<file path="src/rtl/core/touch_to_source_mapper_unit_defines.svh">
// Assertion helpers shared by the mapper RTL.
`ifndef TOUCH_TO_SOURCE_MAPPER_UNIT_DEFINES_SVH
`define TOUCH_TO_SOURCE_MAPPER_UNIT_DEFINES_SVH
`ifndef SYNTHESIS
`define TSM_ASSERT(label, clk, rst, prop, msg) \
   label: assert property (@(posedge clk) disable iff (rst) prop) else $error(msg);
`define TSM_ASSERT_NR(label, clk, prop, msg) \
   label: assert property (@(posedge clk) prop) else $error(msg);
`else
`define TSM_ASSERT(label, clk, rst, prop, msg)
`define TSM_ASSERT_NR(label, clk, prop, msg)
`endif
`endif

</file>
<file path="src/rtl/core/tsm_pkg.sv">
package tsm_pkg;
   localparam int CoordW = 11;
   localparam int TouchW = 8;
   localparam int QuotW = 22;
   localparam int DivSteps = QuotW;
   localparam int DefScreenW = 256;
   localparam int DefScreenH = 192;

   typedef enum logic [1:0] {
      REG_SRC_W = 2'd0,
      REG_SRC_H = 2'd1,
      REG_MODE  = 2'd2
   } reg_idx_type;

   // view_mode codes; world map, pip view and unused codes fit the full source
   typedef enum logic [3:0] {
      MODE_FULL      = 4'd0,
      MODE_MAIN_MENU = 4'd1,
      MODE_FIELD     = 4'd2,
      MODE_GUI       = 4'd3,
      MODE_DIALOG    = 4'd4,
      MODE_INVENTORY = 4'd5,
      MODE_CHARACTER = 4'd6,
      MODE_LOAD_SAVE = 4'd7,
      MODE_WORLD_MAP = 4'd8,
      MODE_PIP_VIEW  = 4'd9
   } view_mode_type;

   // one division in flight through the cell chain
   typedef struct packed {
      logic              vld;
      logic [QuotW-1:0]  rem;   // partial remainder
      logic [QuotW-1:0]  num;   // remaining numerator bits, MSB first
      logic [QuotW-1:0]  quo;
      logic [QuotW-1:0]  den;
      logic [CoordW-1:0] base;  // added after the divide
   } div_cell_type;
endpackage

</file>
<file path="src/rtl/core/tsm_div_cell.sv">
module tsm_div_cell
   import tsm_pkg::*;
(
   input  logic         clock,
   input  logic         reset,
   input  div_cell_type cell_i,
   output div_cell_type cell_o
);
   div_cell_type cell_ff, cell_in;
   logic [QuotW:0] trial;

   // one restoring step: shift in a numerator bit, try to subtract
   always_comb begin
      trial = {cell_i.rem, cell_i.num[QuotW-1]};
      cell_in = cell_i;
      cell_in.num = {cell_i.num[QuotW-2:0], 1'b0};
      if (trial >= {1'b0, cell_i.den}) begin
         cell_in.rem = QuotW'(trial - {1'b0, cell_i.den});
         cell_in.quo = {cell_i.quo[QuotW-2:0], 1'b1};
      end else begin
         cell_in.rem = trial[QuotW-1:0];
         cell_in.quo = {cell_i.quo[QuotW-2:0], 1'b0};
      end
   end

   always_ff @(posedge clock) begin
      if (reset) begin
         cell_ff.vld <= 1'b0;
      end else begin
         cell_ff.vld <= cell_i.vld;
      end
      cell_ff.rem  <= cell_in.rem;
      cell_ff.num  <= cell_in.num;
      cell_ff.quo  <= cell_in.quo;
      cell_ff.den  <= cell_in.den;
      cell_ff.base <= cell_in.base;
   end
   assign cell_o = cell_ff;
endmodule

</file>
<file path="src/rtl/core/tsm_div_chain.sv">
module tsm_div_chain
   import tsm_pkg::*;
(
   input  logic              clock,
   input  logic              reset,
   input  div_cell_type      head_i,
   output logic              vld_o,
   output logic [CoordW-1:0] res_o
);
   div_cell_type link [DivSteps+1];
   logic [QuotW-1:0] sum;

   assign link[0] = head_i;
   for (genvar g = 0; g < DivSteps; g++) begin : g_cell
      tsm_div_cell u_cell (.clock(clock), .reset(reset), .cell_i(link[g]),
         .cell_o(link[g+1]));
   end

   assign sum = link[DivSteps].quo + QuotW'(link[DivSteps].base);
   assign vld_o = link[DivSteps].vld;
   assign res_o = sum[CoordW-1:0];
endmodule

</file>
<file path="src/rtl/core/touch_to_source_mapper_unit.sv">
// Touch-to-source mapper.
// req_ carries one touch word: tdata[7:0] screen_x, [15:8] screen_y.
// rsp_ returns one mapped word per touch: tdata[10:0] mapped_x,
// [21:11] mapped_y (zero padded to 24 bits).
// csr_ writes source_width (0), source_height (1), view_mode (2); other
// indexes drop. Write only while idle.
// Datapath: a clamp stage and a multiply stage, then a chain of 22
// restoring divide cells (one quotient bit each), then the output
// FIFO register. Both axes run through twin chains that accept a
// new word every cycle, so throughput is one word per cycle while
// req_tready is high. The chain has no stall of its own: a credit
// count of 32 limits words in flight to the output FIFO depth, so a
// stalled receiver holds results in the FIFO and req_tready falls
// once credits run out. Whenever the fitted source size changes, a
// serial divider recomputes the fitted view; req_tready stays low
// meanwhile. Reset restores 640x480, mode 0, empties the pipeline
// and FIFO, and starts that fit before the first touch is taken.
module touch_to_source_mapper_unit
   import tsm_pkg::*;
#(
   parameter int SCREEN_WIDTH  = DefScreenW,
   parameter int SCREEN_HEIGHT = DefScreenH
) (
   input  logic        clock,
   input  logic        reset,
   input  logic        req_tvalid,
   output logic        req_tready,
   input  logic [15:0] req_tdata,   // screen_x, screen_y
   output logic        rsp_tvalid,
   input  logic        rsp_tready,
   output logic [23:0] rsp_tdata,   // mapped_x, mapped_y, pad
   input  logic        csr_valid,
   output logic        csr_ready,
   input  logic [1:0]  csr_index,
   input  logic [10:0] csr_data
);
`include "touch_to_source_mapper_unit_defines.svh"
   localparam int Depth = 32;
   localparam int PtrW = $clog2(Depth);

   logic [CoordW-1:0] src_w_ff, src_h_ff;
   logic [3:0] mode_ff;

   assign csr_ready = 1'b1;
   always_ff @(posedge clock) begin
      if (reset) begin
         src_w_ff <= CoordW'(640);
         src_h_ff <= CoordW'(480);
         mode_ff  <= MODE_FULL;
      end else if (csr_valid) begin
         unique case (csr_index)
            REG_SRC_W: src_w_ff <= csr_data;
            REG_SRC_H: src_h_ff <= csr_data;
            REG_MODE:  mode_ff  <= csr_data[3:0];
            default: ;
         endcase
      end
   end

   // ---- view: from registers (user-held while busy, unenforced) ----
   logic [QuotW-1:0] fw_div, fh_div;
   logic [CoordW-1:0] wcl, hcl;
   logic [CoordW-1:0] sx, sy, sw, sh;
   logic [CoordW-1:0] dx, dy, dw, dh;
   logic [CoordW-1:0] fx_sw, fx_sh;

   assign wcl = (src_w_ff < CoordW'(64)) ? CoordW'(64) : src_w_ff;
   assign hcl = (src_h_ff < CoordW'(64)) ? CoordW'(64) : src_h_ff;

   always_comb begin
      sx = '0; sy = '0; fx_sw = wcl; fx_sh = hcl;
      unique case (mode_ff)
         MODE_FIELD: begin fx_sw = 11'd400; fx_sh = 11'd240; end
         MODE_GUI: begin sy = 11'd359; fx_sw = 11'd640; fx_sh = 11'd121; end
         MODE_DIALOG: begin
            sx = 11'd145; sy = 11'd320; fx_sw = 11'd345; fx_sh = 11'd160;
         end
         MODE_INVENTORY: begin
            sx = 11'd95; sy = 11'd10; fx_sw = 11'd470; fx_sh = 11'd357;
         end
         MODE_CHARACTER: begin
            sx = 11'd10; sy = 11'd30; fx_sw = 11'd625; fx_sh = 11'd420;
         end
         MODE_LOAD_SAVE: begin
            sx = 11'd20; sy = 11'd20; fx_sw = 11'd600; fx_sh = 11'd440;
         end
         MODE_MAIN_MENU: begin
            sx = 11'd400; sy = 11'd25; fx_sw = 11'd215; fx_sh = 11'd230;
         end
         default: ;
      endcase
      sw = fx_sw;
      sh = fx_sh;
   end

   // Fitted sizes need a divide by the source size; a small sequential
   // divider reruns whenever the fitted source size sw or sh changes.
   logic [QuotW-1:0] fwq_ff, fhq_ff, rem_ff, num_ff, den_ff;
   logic [4:0] cnt_ff;
   logic phase_ff, fit_ok_ff;
   logic [CoordW-1:0] lw_ff, lh_ff;
   logic chg;
   logic [QuotW:0] tr;
   assign chg = (lw_ff != sw) || (lh_ff != sh);
   assign tr = {rem_ff, num_ff[QuotW-1]};
   always_ff @(posedge clock) begin
      if (reset) begin
         fit_ok_ff <= 1'b0;
         cnt_ff <= '0;
         phase_ff <= 1'b0;
         lw_ff <= '0;
         lh_ff <= '0;
      end else if (chg) begin
         lw_ff <= sw; lh_ff <= sh;
         fit_ok_ff <= 1'b0;
         phase_ff <= 1'b0;
         cnt_ff <= 5'(QuotW);
         rem_ff <= '0;
         num_ff <= QuotW'(sw * SCREEN_HEIGHT);
         den_ff <= QuotW'(sh);
      end else if (cnt_ff != '0) begin
         num_ff <= {num_ff[QuotW-2:0], 1'b0};
         if (tr >= {1'b0, den_ff}) begin
            rem_ff <= QuotW'(tr - {1'b0, den_ff});
            fwq_ff <= {fwq_ff[QuotW-2:0], 1'b1};
         end else begin
            rem_ff <= tr[QuotW-1:0];
            fwq_ff <= {fwq_ff[QuotW-2:0], 1'b0};
         end
         cnt_ff <= cnt_ff - 5'd1;
      end else if (!phase_ff) begin
         fhq_ff <= fwq_ff;
         phase_ff <= 1'b1;
         cnt_ff <= 5'(QuotW);
         rem_ff <= '0;
         num_ff <= QuotW'(sh * SCREEN_WIDTH);
         den_ff <= QuotW'(sw);
      end else begin
         fit_ok_ff <= 1'b1;
      end
   end
   // after phase 1: fhq_ff holds w*H/h, fwq_ff holds h*W/w
   assign fw_div = fhq_ff;
   assign fh_div = fwq_ff;

   always_comb begin
      if (mode_ff == MODE_MAIN_MENU) begin
         dx = 11'd34; dy = '0; dw = 11'd187; dh = 11'd192;
      end else begin
         dw = (fw_div > QuotW'(SCREEN_WIDTH)) ? CoordW'(SCREEN_WIDTH)
                                               : fw_div[CoordW-1:0];
         dh = (fh_div > QuotW'(SCREEN_HEIGHT)) ? CoordW'(SCREEN_HEIGHT)
                                                : fh_div[CoordW-1:0];
         dx = CoordW'((CoordW'(SCREEN_WIDTH) - dw) >> 1);
         dy = CoordW'((CoordW'(SCREEN_HEIGHT) - dh) >> 1);
      end
   end

   // ---- credit flow ----
   logic [PtrW:0] cred_ff;
   logic acc, pop, done_x;
   assign req_tready = fit_ok_ff && !chg && (cred_ff != '0);
   assign acc = req_tvalid && req_tready;

   // ---- stage 1: clamp; stage 2: multiply ----
   logic [CoordW-1:0] px, py, hx, hy;
   logic v1_ff;
   logic [CoordW-1:0] ox_ff, oy_ff;
   logic [CoordW-1:0] sw1_ff, sh1_ff, sx1_ff, sy1_ff, dw1_ff, dh1_ff;
   assign hx = dx + dw - CoordW'(1);
   assign hy = dy + dh - CoordW'(1);
   always_comb begin
      px = CoordW'(req_tdata[7:0]);
      py = CoordW'(req_tdata[15:8]);
      if (px < dx) px = dx;
      if (px > hx) px = hx;
      if (py < dy) py = dy;
      if (py > hy) py = hy;
   end
   always_ff @(posedge clock) begin
      if (reset) v1_ff <= 1'b0;
      else v1_ff <= acc;
      ox_ff <= px - dx; oy_ff <= py - dy;
      sw1_ff <= sw; sh1_ff <= sh; sx1_ff <= sx; sy1_ff <= sy;
      dw1_ff <= dw; dh1_ff <= dh;
   end

   div_cell_type hx_ff, hy_ff;
   always_ff @(posedge clock) begin
      if (reset) begin
         hx_ff.vld <= 1'b0; hy_ff.vld <= 1'b0;
      end else begin
         hx_ff.vld <= v1_ff; hy_ff.vld <= v1_ff;
      end
      hx_ff.rem <= '0; hy_ff.rem <= '0;
      hx_ff.quo <= '0; hy_ff.quo <= '0;
      hx_ff.num <= QuotW'(ox_ff) * QuotW'(sw1_ff);
      hy_ff.num <= QuotW'(oy_ff) * QuotW'(sh1_ff);
      hx_ff.den <= QuotW'(dw1_ff); hy_ff.den <= QuotW'(dh1_ff);
      hx_ff.base <= sx1_ff; hy_ff.base <= sy1_ff;
   end

   logic done_y;
   logic [CoordW-1:0] mx, my;
   tsm_div_chain u_chain_x (.clock(clock), .reset(reset), .head_i(hx_ff),
      .vld_o(done_x), .res_o(mx));
   tsm_div_chain u_chain_y (.clock(clock), .reset(reset), .head_i(hy_ff),
      .vld_o(done_y), .res_o(my));

   // ---- output FIFO ----
   logic [2*CoordW-1:0] fifo_ff [Depth];
   logic [PtrW-1:0] wp_ff, rp_ff;
   logic [PtrW:0] cnt_q_ff;
   assign rsp_tvalid = cnt_q_ff != '0;
   assign pop = rsp_tvalid && rsp_tready;
   assign rsp_tdata = {2'd0, fifo_ff[rp_ff]};
   always_ff @(posedge clock) begin
      if (done_x) fifo_ff[wp_ff] <= {my, mx};
      if (reset) begin
         wp_ff <= '0; rp_ff <= '0; cnt_q_ff <= '0;
         cred_ff <= (PtrW+1)'(Depth);
      end else begin
         if (done_x) wp_ff <= wp_ff + PtrW'(1);
         if (pop) rp_ff <= rp_ff + PtrW'(1);
         cnt_q_ff <= cnt_q_ff + (PtrW+1)'(done_x) - (PtrW+1)'(pop);
         cred_ff <= cred_ff - (PtrW+1)'(acc) + (PtrW+1)'(pop);
      end
   end

   `TSM_ASSERT(a_lanes, clock, reset, done_x == done_y, "axis chains out of step")
   `TSM_ASSERT(a_nover, clock, reset, !(done_x && cnt_q_ff == (PtrW+1)'(Depth) && !pop),
      "result FIFO overflow")
   `TSM_ASSERT(a_cred, clock, reset, cred_ff <= (PtrW+1)'(Depth), "credit count overrun")
endmodule
</file>
<file path="config.mk">
export PLATFORM = sky130hd
export DESIGN_NAME = touch_to_source_mapper_unit
export DESIGN_NICKNAME = d
export VERILOG_FILES = /design/src/rtl/core/tsm_pkg.sv /design/src/rtl/core/tsm_div_cell.sv /design/src/rtl/core/tsm_div_chain.sv /design/src/rtl/core/touch_to_source_mapper_unit.sv
export VERILOG_INCLUDE_DIRS = /design/src /design/src/rtl/core
export SDC_FILE = /design/constraint.sdc
export NUM_CORES = 2
export LEC_CHECK = 0
export BUFFER_PORTS_ARGS = -buffer_cell sky130_fd_sc_hd__clkbuf_2
export CAP_MARGIN = 40
export CORE_MARGIN = 2
export CORE_UTILIZATION = 33
export DETAILED_ROUTE_END_ITERATION = 10
export HOLD_SLACK_MARGIN = 0.05
export SLEW_MARGIN = 10
export SYNTH_ARGS = -nofsm -noshare
export SYNTH_HDL_FRONTEND = slang
export SYNTH_SLANG_ARGS = --single-unit
</file>
<file path="constraint.sdc">
create_clock -name clock -period 8.4 [get_ports clock]
set_clock_uncertainty 0.1 [all_clocks]
set_input_delay 1.68 -clock clock [delete_from_list [all_inputs] [get_ports clock]]
set_output_delay 1.68 -clock clock [all_outputs]
set_load 0.03 [all_outputs]
</file>
==> results.sh <==
export IMPL_fmaxAchievable_mhz=130
export IMPL_period_needed_ns=7.70
export IMPL_ir_worst_vdd_mv=0.283
export IMPL_worst_setup_path_start_kind="flop"
export IMPL_synthMuxAreaShare_pct=5.41
export IMPL_chipHeight_um=636
export IMPL_area_growth_pct=14.3
export IMPL_ys_ff_latch=3331
export IMPL_fin_area_um2=150000
export IMPL_reg2reg_depth=35
export IMPL_synth_ff_type="dfxtp_1"
export IMPL_r2r_end="oy_ff[9]$_DFF_P_"
export IMPL_crit_top_cell="o21ai_0"
export IMPL_post_route_drc_count=0
export IMPL_grt_pass1_wl_mm=415
export IMPL_netlist_area_leader_share_pct=38.5
export IMPL_wl_per_cell_um=15.0
export IMPL_rsz0062_at_grt="false"
export IMPL_initial_core_util_pct=33.2
export IMPL_drtIter0Drc=4686
export IMPL_slowest_stage="or4b_2"
export IMPL_synth_edf_count=797
export IMPL_final_max_slew_viol_count=0
export IMPL_port_buffers=57
export IMPL_pin_count=61
export IMPL_avgSynthCellArea_um2=11.6
export IMPL_r2r_start="fh_div[2]$_DFFE_PP_"
export IMPL_drive_gt1_share_pct=10.4
export IMPL_place_congestion=0.828
export IMPL_dpl_instance_area_um2=139000
export IMPL_cp_required_ns=9.06
export IMPL_core_um2=397000
export IMPL_critPathKind="reg2reg"
export IMPL_finalSetupViolations=0
export IMPL_ys_seq_area_share_pct=56.7
export IMPL_synthAdderAreaFrac_pct=10.2
export IMPL_dp_cells=16500
export IMPL_dp_hpwl_mm=184
export IMPL_mostFrequentLayoutCell="dfxtp_1"
export IMPL_dr_pass1_iters=5
export IMPL_cp_max_fo=8
export IMPL_overflow=0
export IMPL_synth_simple_area_share_pct=11.3
export IMPL_async_reset_ff_share_pct=0
export IMPL_instances_no_fill=17100
export IMPL_status="finished, final reports clean"
export IMPL_crit_start="fh_div[2]$_DFFE_PP_"
export IMPL_routed_wl_mm=258
export IMPL_synth_cells=11300
export IMPL_netlist_area_um2=132000
export IMPL_final_cell_mix="dfxtp_1 (2529), inv_1 (982), edfxtp_1 (797)"
export IMPL_maxCapViolations=0
export IMPL_critPathMaxStageDelay_ns=0.76
export IMPL_synthesis_yosys_warnings=0
export IMPL_vias=78500
export IMPL_clkLatencyLatePin_ns=0.95
export IMPL_regToRegSetupSlack_ns=0.70
export IMPL_rows=231
export IMPL_die_area_um2=404000
export IMPL_finalPower_mw=51.3
export IMPL_gr_usage_all_layers_pct=12.5
export IMPL_synth_cell_types=96
export IMPL_path_clk_slew_ns=0.06
export IMPL_die_w_um=636
export IMPL_pwr_density_cell_nw_per_um2=341
export IMPL_synthTopCellsByArea="dfxtp_1 (39%), edfxtp_1 (18%), ha_1 (7.0%)"
export IMPL_nets=12600
export IMPL_synth_compound_area_share_pct=7.71
export IMPL_holdBufCountCts=0
export IMPL_tritoncts="yes"
export IMPL_finalHoldViolCount=0
export IMPL_worstSetupEndpointType="flop"
export IMPL_finalSetupTns_ns=0
export IMPL_worst_setup_path_endpoint="oy_ff[9]$_DFF_P_"
export IMPL_numClockSinks=3331
export IMPL_cts_buffers=330
export IMPL_yosysTopAreaCell="dfxtp_1"
export IMPL_total_leakage_power_nw=60.7
export IMPL_fin_crit_sh_pct=91.7
export IMPL_synth_top_family_by_area="simple AND/OR/NAND/NOR gates"
export IMPL_vias_per_cell=4.58
export IMPL_slew_headroom_pct=37.0
export IMPL_arrival_ns=8.37
export IMPL_antenna_left=0
export IMPL_cts_root_buf="clkbuf_16"
export IMPL_cts_htree_levels=5
export IMPL_synth_xor_area_share_pct=5.10
export IMPL_min_delay_path_class="reg2reg"
export IMPL_grt_pass1_vias=79000
export IMPL_antenna_found_initial=9
export IMPL_grt_max_degree=105
export IMPL_clock_path_buffers=4
export IMPL_worstMarginPinSlew_ns=0.932
-- metal layers --
layer / routed length [um] / track usage [%] / share of wire, % / vias to the layer above
li1: - / - / - / 39900
met1: 118000 / 16.1 / 46 / 36800
met2: 121000 / 21.5 / 47 / 1311
met3: 9730 / 1.58 / 3.8 / 461
met4: 8290 / 4.21 / 3.2 / 0
met5: 0 / 0 / 0 / -
-- registers in the layout (all words and copies together) (netlist names), 6 cells and up, named ones only --
signal                          flops
cnt_q_ff                            6
cred_ff                             6
den_ff                             11
dh1_ff                             11
dw1_ff                             11
fh_div                             22
fhq_ff                             22
fifo_ff                           704
hx_ff                              41
hy_ff                              40
lh_ff                              11
lw_ff                              11
num_ff                             16
ox_ff                              11
oy_ff                              11
rem_ff                             22
sh1_ff                             11
src_h_ff                           11
src_w_ff                           11
sw1_ff                             11
sx1_ff                              7
sy1_ff                              7
u_chain_x.g_cell.u_cell.cell_o   1156
u_chain_y.g_cell.u_cell.cell_o   1134
-- where the power goes --
group          switching (mW)  internal [mW]
clock                    6.20           8.99
combinational            7.94           6.88
sequential               1.84           19.5
-- critical path: cells and delay by family, from the launching register on --
| kind | cells | cell delay, ns |
|---|---|---|
| AOI/OAI and AO/OA | 14 | 1.98 |
| adders and majority gates | 4 | 1.12 |
| DFF | 1 | 0.52 |
| and+or+nand+nor | 12 | 2.73 |
| muxes | 2 | 0.73 |
| buffers and inverters | 3 | 0.38 |
-- synthesized netlist by cell type (117+ instances only) --
| library cell | instances |
|---|---|
| dfxtp_1 | 2534 |
| inv_1 | 982 |
| edfxtp_1 | 797 |
| nor2_1 | 793 |
| ha_1 | 740 |
| nand2_1 | 691 |
| a21oi_1 | 528 |
| o21ai_0 | 418 |
| xor2_1 | 397 |
| xnor2_1 | 368 |
| nor3_1 | 269 |
| mux4_2 | 220 |
| fa_1 | 210 |
| clkbuf_1 | 208 |
| nor2b_1 | 150 |
| nor4_1 | 149 |
| and2_1 | 145 |
| nand3_1 | 138 |
| nand2b_1 | 128 |
| o21a_1 | 122 |
| mux2_2 | 121 |
| a21o_1 | 118 |
| or3_1 | 117 |
-- repair_timing --
action	4_1_cts	5_1_grt
setup buffers	0	1
resized for setup	0	9
setup endpoints to repair	0	7
-- through the flow --
stage	hold WS, ns	util, %	setup slack, ns
floorplan	0.210	-	0.754
global placement	0.210	34.9	0.341
detailed placement	0.212	35.0	0.399
CTS	0.125	37.9	0.397
global route	0.129	37.9	0.00390
finish	0.133	37.9	0.699
-- layout make-up --
type,count,area (um2)
repair buffers,175,1350
clock buffers,456,9540
diodes,3,7.51
clock inverters,153,1960
multi-input cells,6773,52600
fillers,38000,246000
well taps,5242,6560
flip-flops and latches,3331,74700
inverters,987,3700
-- logic make-up (layout without fill, tap and decap cells) --
kind of cell,after synthesis,in the layout
adders and majority gates,950,950
muxes,421,421
and+or+nand+nor,2983,2983
AOI/OAI and AO/OA,1636,1636
DFF,3331,3331
buffers and inverters,1241,1771
xor gates and xnor gates,766,766
other,2,20
-- worst min path at each step --
stage                                                              from  slack (ns)  cells after the start                                             to
final                     u_chain_x.g_cell[4].u_cell.cell_o[62]$_DFF_P_        0.13                      0  u_chain_x.g_cell[5].u_cell.cell_o[63]$_DFF_P_
after global routing      u_chain_x.g_cell[4].u_cell.cell_o[62]$_DFF_P_        0.13                      0  u_chain_x.g_cell[5].u_cell.cell_o[63]$_DFF_P_
after CTS                 u_chain_x.g_cell[4].u_cell.cell_o[62]$_DFF_P_        0.12                      0  u_chain_x.g_cell[5].u_cell.cell_o[63]$_DFF_P_
after detailed placement                              sx1_ff[2]$_DFF_P_        0.21                      0                               hx_ff[2]$_DFF_P_
after global placement    u_chain_y.g_cell[1].u_cell.cell_o[68]$_DFF_P_        0.21                      0  u_chain_y.g_cell[2].u_cell.cell_o[69]$_DFF_P_
after floorplan                                       sx1_ff[0]$_DFF_P_        0.21                      0                               hx_ff[0]$_DFF_P_
No activity file was read; power rests on OpenSTA's default activity.
